**config.mk**
```make
export PLATFORM = sky130hd
export DESIGN_NAME = ssa_ctrl
export DESIGN_NICKNAME = d
export VERILOG_FILES = /design/src/ssa_pkg.sv /design/src/ssa_ctrl.sv
export SDC_FILE = /design/constraint.sdc
export NUM_CORES = 1
export LEC_CHECK = 0
export BUFFER_PORTS_ARGS = -buffer_cell sky130_fd_sc_hd__buf_2
export CORE_AREA = 2 2 39 41
export CTS_BUF_LIST = sky130_fd_sc_hd__clkbuf_16
export DETAILED_ROUTE_END_ITERATION = 12
export DIE_AREA = 0 0 41 43
export PLACE_DENSITY = 0.52
export SLEW_MARGIN = 40
export SYNTH_ARGS = -nofsm -noshare
export SYNTH_HDL_FRONTEND = slang
export SYNTH_SLANG_ARGS = --single-unit
export TNS_END_PERCENT = 50
```
**constraint.sdc**
```tcl
create_clock -name clk -period 1.1 [get_ports clk]
set_input_delay 0.055 -clock clk [delete_from_list [all_inputs] [get_ports clk]]
set_output_delay 0.055 -clock clk [all_outputs]
set_load 0.02 [all_outputs]
```
**src/ssa_pkg.sv**
```systemverilog
// ----------------------------------------------------------------------------
// ssa_pkg: shared types and constants for the swap slot allocator
// Fixed store sizes, request and status codes, controller state, and the
// command and status bundles between controller and datapath.
// ----------------------------------------------------------------------------
package ssa_pkg;

  localparam int DISK_SLOTS   = 4096;
  localparam int DISK_AW      = 12;
  localparam int DCNT_W       = 13;
  localparam int POOL_ENTRIES = 64;
  localparam int POOL_AW      = 6;
  localparam int PCNT_W       = 7;
  localparam int WORD_BITS    = 32;
  localparam int BIT_AW       = 5;
  localparam int BMAP_WORDS   = DISK_SLOTS / WORD_BITS;
  localparam int BMAP_AW      = DISK_AW - BIT_AW;
  localparam int OWNER_BITS   = 16;
  localparam int CSIZE_W      = 14;
  localparam int SSIZE_W      = 12;
  localparam int HALF_PAGE    = 2048;
  localparam int MIN_STORED   = 8;
  localparam int SECT_SHIFT   = 3;
  localparam int LBA_W        = 48;
  localparam int LBA_OUT_W    = 49;

  typedef enum logic [1:0] {
    REQ_ALLOC     = 2'd0,
    REQ_FREE      = 2'd1,
    REQ_SET_OWNER = 2'd2,
    REQ_NOP       = 2'd3
  } req_t;

  typedef enum logic [1:0] {
    STAT_OK       = 2'd0,
    STAT_FULL     = 2'd1,
    STAT_NOT_LIVE = 2'd2
  } stat_t;

  localparam logic [1:0] CFG_DISK_COUNT = 2'd0;
  localparam logic [1:0] CFG_POOL_COUNT = 2'd1;
  localparam logic [1:0] CFG_START_LBA  = 2'd2;

  typedef enum logic [2:0] {
    S_CLEAR,
    S_IDLE,
    S_DECODE,
    S_SCAN,
    S_FREE
  } state_t;

  typedef struct packed {
    logic clear_start;
    logic clear_step;
    logic latch;
    logic decode;
    logic scan;
    logic free_chk;
    logic finish;
  } ctrl_cmd_t;

  typedef struct packed {
    logic clear_last;
    logic go_scan;
    logic go_free;
    logic scan_stop;
  } dp_stat_t;

endpackage

```
**src/ssa_ctrl.sv**
```systemverilog
// ----------------------------------------------------------------------------
// ssa_ctrl: request sequencer
// Steps through store clearing, request decode, disk bitmap scan and free.
// ----------------------------------------------------------------------------
module ssa_ctrl
  import ssa_pkg::*;
(
  input  logic       clk,
  input  logic       rst,
  input  logic       start,
  input  logic       cfg_clear,
  input  dp_stat_t   stat,
  output ctrl_cmd_t  cmd,
  output logic       busy
);

  state_t state, state_next;

  always_ff @(posedge clk) begin
    if (rst) begin
      state <= S_CLEAR;
    end else begin
      state <= state_next;
    end
  end

  always_comb begin
    state_next = state;
    unique case (state)
      S_CLEAR: begin
        if (stat.clear_last) state_next = S_IDLE;
      end
      S_IDLE: begin
        priority if (cfg_clear) state_next = S_CLEAR;
        else if (start) state_next = S_DECODE;
        else state_next = S_IDLE;
      end
      S_DECODE: begin
        priority if (stat.go_scan) state_next = S_SCAN;
        else if (stat.go_free) state_next = S_FREE;
        else state_next = S_IDLE;
      end
      S_SCAN: begin
        if (stat.scan_stop) state_next = S_IDLE;
      end
      S_FREE: state_next = S_IDLE;
      default: state_next = S_IDLE;
    endcase
  end

  always_comb begin
    cmd = '0;
    unique case (state)
      S_CLEAR: cmd.clear_step = 1'b1;
      S_IDLE: begin
        cmd.clear_start = cfg_clear;
        cmd.latch       = start && !cfg_clear;
      end
      S_DECODE: begin
        cmd.decode = 1'b1;
        cmd.finish = !stat.go_scan && !stat.go_free;
      end
      S_SCAN: begin
        cmd.scan   = 1'b1;
        cmd.finish = stat.scan_stop;
      end
      S_FREE: begin
        cmd.free_chk = 1'b1;
        cmd.finish   = 1'b1;
      end
      default: cmd = '0;
    endcase
  end

  assign busy = (state != S_IDLE);

endmodule

```
After elaboration in Yosys (flattened, before gate mapping)
Cells that the tools add are included.
{ "classes": {"n_eq_ne": 7, "muxes": 14, "n_reduce_logical": 7} }
{ "ops": {"columns": ["op", "n"], "rows": [
  ["$mux W3", 4],
  ["$pmux W3 S4", 1],
  ["$eq A3 B2 Y1 const B", 2],
  ["$mux W1", 6],
  ["$mux W2", 2],
  ["$ne A2 B2 Y1 const B", 2],
  ["$eq A3 B1 Y1 const B", 1],
  ["$eq A3 B3 Y1 const B", 1],
  ["$logic_not A1 Y1", 3],
  ["$logic_not A3 Y1", 1],
  ["$ne A3 B1 Y1 const B", 1],
  ["$pmux W1 S3", 1],
  ["$logic_and A1 B1 Y1", 2],
  ["$reduce_and A2 Y1", 1]
]} }
{ "totals": {"register_bits": 3, "out_inout_bits": 8} }

Logic depth before layout (Yosys ltp)
{ "depth": {"word_depth": 3, "ltp_mapped": 4, "depth_no_buf": 3} }

Least setup slack after synthesis
OpenSTA, ideal clock, no wires.
{ "synth_timing": {"path_kind": "register to output", "startpoint": "register state[0]", "endpoint": "output port cmd[0] (netlist bit)", "arrival_time_ns": 1.365, "setup_slack_ns": -0.320, "stages_incl_launch_ff": 4, "cell_sequence": "dfxtp_1 -> buf_4 -> nor3b_1 -> o21bai_1"} }
{ "synth_rtl": {"columns": ["item", "line", "source"], "rows": [
  ["start: declaration", "ssa_ctrl.sv:17", "state_t state, state_next;"],
  ["start signal: assignment", "ssa_ctrl.sv:23", "state <= state_next;"],
  ["end: declaration", "ssa_ctrl.sv:13", "output ctrl_cmd_t cmd,"]
]} }

==> summary.txt <==
Final layout
  – Largest regs: state x3
  – Layout cells sized above 1: 71.4%
  – Area Growth Syn to Fin: 137%
  – Largest Register: state
  – Utilization after layout: 38.1%
  – Max reg flops: 3
  – Final-stage net count: 58
  – Non-Filler Instances: 65
  – Ant. Diodes: 0

Yosys
  – Yosys reg bits: 3
  – Top cell type's share of synthesized area: 27.0%
  – Mapped cell area: 223 um^2
  – Mapped Cells: 27
  – Syn_nets: 35
  – Top cells by area, synth: dfxtp_1 (27%), nand2b_1 (8.4%), a2111oi_2 (6.7%)
  – Post-synth EDFFs: 0
  – Ys async rst share: 0%
  – Mean post-synth cell area: 8.25 um^2
  – Sequential area share after synthesis: 27.0%
  – Commonest cells post-synth: dfxtp_1 (3), inv_1 (3), nand2b_1 (3), nor2_1 (3), a21oi_1 (2)
  – YS warnings: 0
  – Synth unique cells: 18
  – Ys flop type: dfxtp_1
  – Area leader, netlist: dfxtp_1

Timing
  – Setup TNS Final: -0.159 ns
  – Final Slew Violations: 0
  – Slew headroom: 78.6%
  – Ratio of final minimum period to clock period: 108%
  – Final setup margin: -0.0905 ns
  – Worst Skew: 0.00258 ns
  – Slew @ Worst Pin: 0.320 ns
  – RSZ-0062 raised after global routing: true
  – Min Tclk post-route: 1.19 ns
  – Peak Freq: 840 MHz
  – Setup Viol. Count Final: 5
  – Fin. Hold Viols: 0

Critical path
  – RR Startpoint: state[0]
  – Critical path data arrival time: 1.14 ns
  – Crit path kind: register to primary output
  – Worst-path maximum fanout: 4
  – Setup crit end kind: primary output
  – WP data required: 1.04 ns
  – Crit path from: state[1]
  – CP startpoint kind: register

Place
  – Hpwl dp: 456 um
  – # placed instances: 61
  – Placer Congestion: 0.638
  – Setup WS pre-CTS: -0.0522 ns
  – Port bufs: 15

Outcome
  – Failing checks: setup timing
  – Status: complete, but fails checks

Clocking
  – Total CTS buffers: 3
  – Clock latency at the later pin of the worst-skew pair: 0.22 ns
  – Clock Sinks: 3
  – CTS tree: yes
  – Clock transition at the registers of the reported paths: 0.03 ns
  – Cts hold-fix bufs: 0
  – H-tree levels: 1
  – Clk buf depth: 2
  – Clock Tree Root: clkbuf_16

Power
  – VDD IR-drop max: 0.856 mV
  – Reg power frac: 16.0%
  – Int Pwr: 0.658 mW
  – Total power after layout: 0.843 mW
  – Logic pwr share: 16.1%
  – Switch Pwr: 0.185 mW
  – Sw Share: 21.9%
  – Clock share of power: 67.9%
  – LEAKAGE: 0.248 nW
  – PD cells: 1600 mW/mm^2

Floorplanning
  – Core Box Area: 0.00138 mm^2
  – Die height: 43 um
  – # rows: 14
  – Initial Utilization: 16.1%
  – Die W: 41 um
  – Die ar.: 0.00176 mm^2
  – I/O pins: 16

GRT
  – Gr ovfl total: 0
  – Initial antenna violation count: 0
  – All-Layer GR Usage: 8.83%
  – Largest net degree at the start of global routing: 13
  – First-pass GRT wire length: 979 um
  – Vias in the first global route: 248

Routing
  – Drt first pass iters: 2
  – # DRC: 0
  – Avg WL per Cell: 10.1 um
  – Routed Antenna Nets: 0
  – DRT iter0 DRCs: 2
  – Detailed-route via count: 281
  – Final wirelength: 659 um
  – Detail-routed via count per cell: 4.32

Job
  – Max cap viols: 0

Min path
  – Hold Startpoint: rst
  – Hold Path Class: input pin to register
-- metal layers --
metal  global-route usage (%)  share of wire, %
met1                     9.29                37
met2                     12.8                53
met3                     3.14               9.1
met4                     8.00                 0
met5                        0                 0
-- timing repair --
action / CTS / global route
resized for setup: 13 / 13
endpoints found under the setup margin: 9 / 8
buffers inserted: 0 / 1
pin swaps: 2 / 2
-- power groups by stage --
| stage | Sequential [mW] | Combinational (mW) | Clock (mW) |
|---|---|---|---|
| 6_report | 0.135 | 0.136 | 0.572 |
| 5_1_grt | 0.137 | 0.148 | 0.596 |
| 4_1_cts | 0.131 | 0.108 | 0.575 |
| 3_5_place_dp | 0.132 | 0.103 | 0 |
| 3_3_place_gp | 0.131 | 0.102 | 0 |
| 2_1_floorplan | 0.121 | 0.0670 | 0 |
-- path summary, 6_finish.rpt --
path | endpoint | slack (ns) | cells after the start
max | cmd[0] | -0.09 | 4
min | state[0] | 0.02 | 2
max reg2reg | state[0] | 0.01 | 3
min reg2reg | state[1] | 0.64 | 2
-- critical path, cell delays in order, from the launching register on --
cell,delay (ns)
dfxtp_4,0.36
buf_6,0.12
nor3b_4,0.16
o21bai_4,0.14
buf_6,0.12
-- final cells by class --
cell class	count	area (um^2)
Inverter	3	11.3
Tap cell	16	20.0
Fill cell	141	857
Clock buffer	3	75.1
Sequential cell	3	68.8
Timing Repair Buffer	19	143
Multi-Input combinational cell	20	205
Clock inverter	1	3.75
-- cells in the final DEF (no fill, tap or decap), types with 2 or more instances in the layout --
cell	instances
buf_4	4
buf_2	9
buf_6	6
dfxtp_4	2
nand2b_1	2
inv_1	4
clkbuf_16	3
nor3_4	2
-- logic make-up (layout without fill, tap and decap cells) --
| kind of cell | count (synthesis) | after routing | synth area share [%] |
|---|---|---|---|
| and+or+nand+nor | 14 | 14 | 42.1 |
| DFF | 3 | 3 | 27.0 |
| buffers and inverters | 4 | 26 | 8.43 |
| AOI/OAI and AO/OA | 6 | 6 | 22.5 |
-- through the flow --
stage | instance area [um^2] | hold WS, ns
after global routing | 527 | 0.0291
after floorplan | 238 | 0.124
final | 527 | 0.0173
after global placement | 355 | 0.256
after CTS | 470 | 0.0175
after detailed placement | 355 | 0.259
No activity file was read; power rests on OpenSTA's default activity.
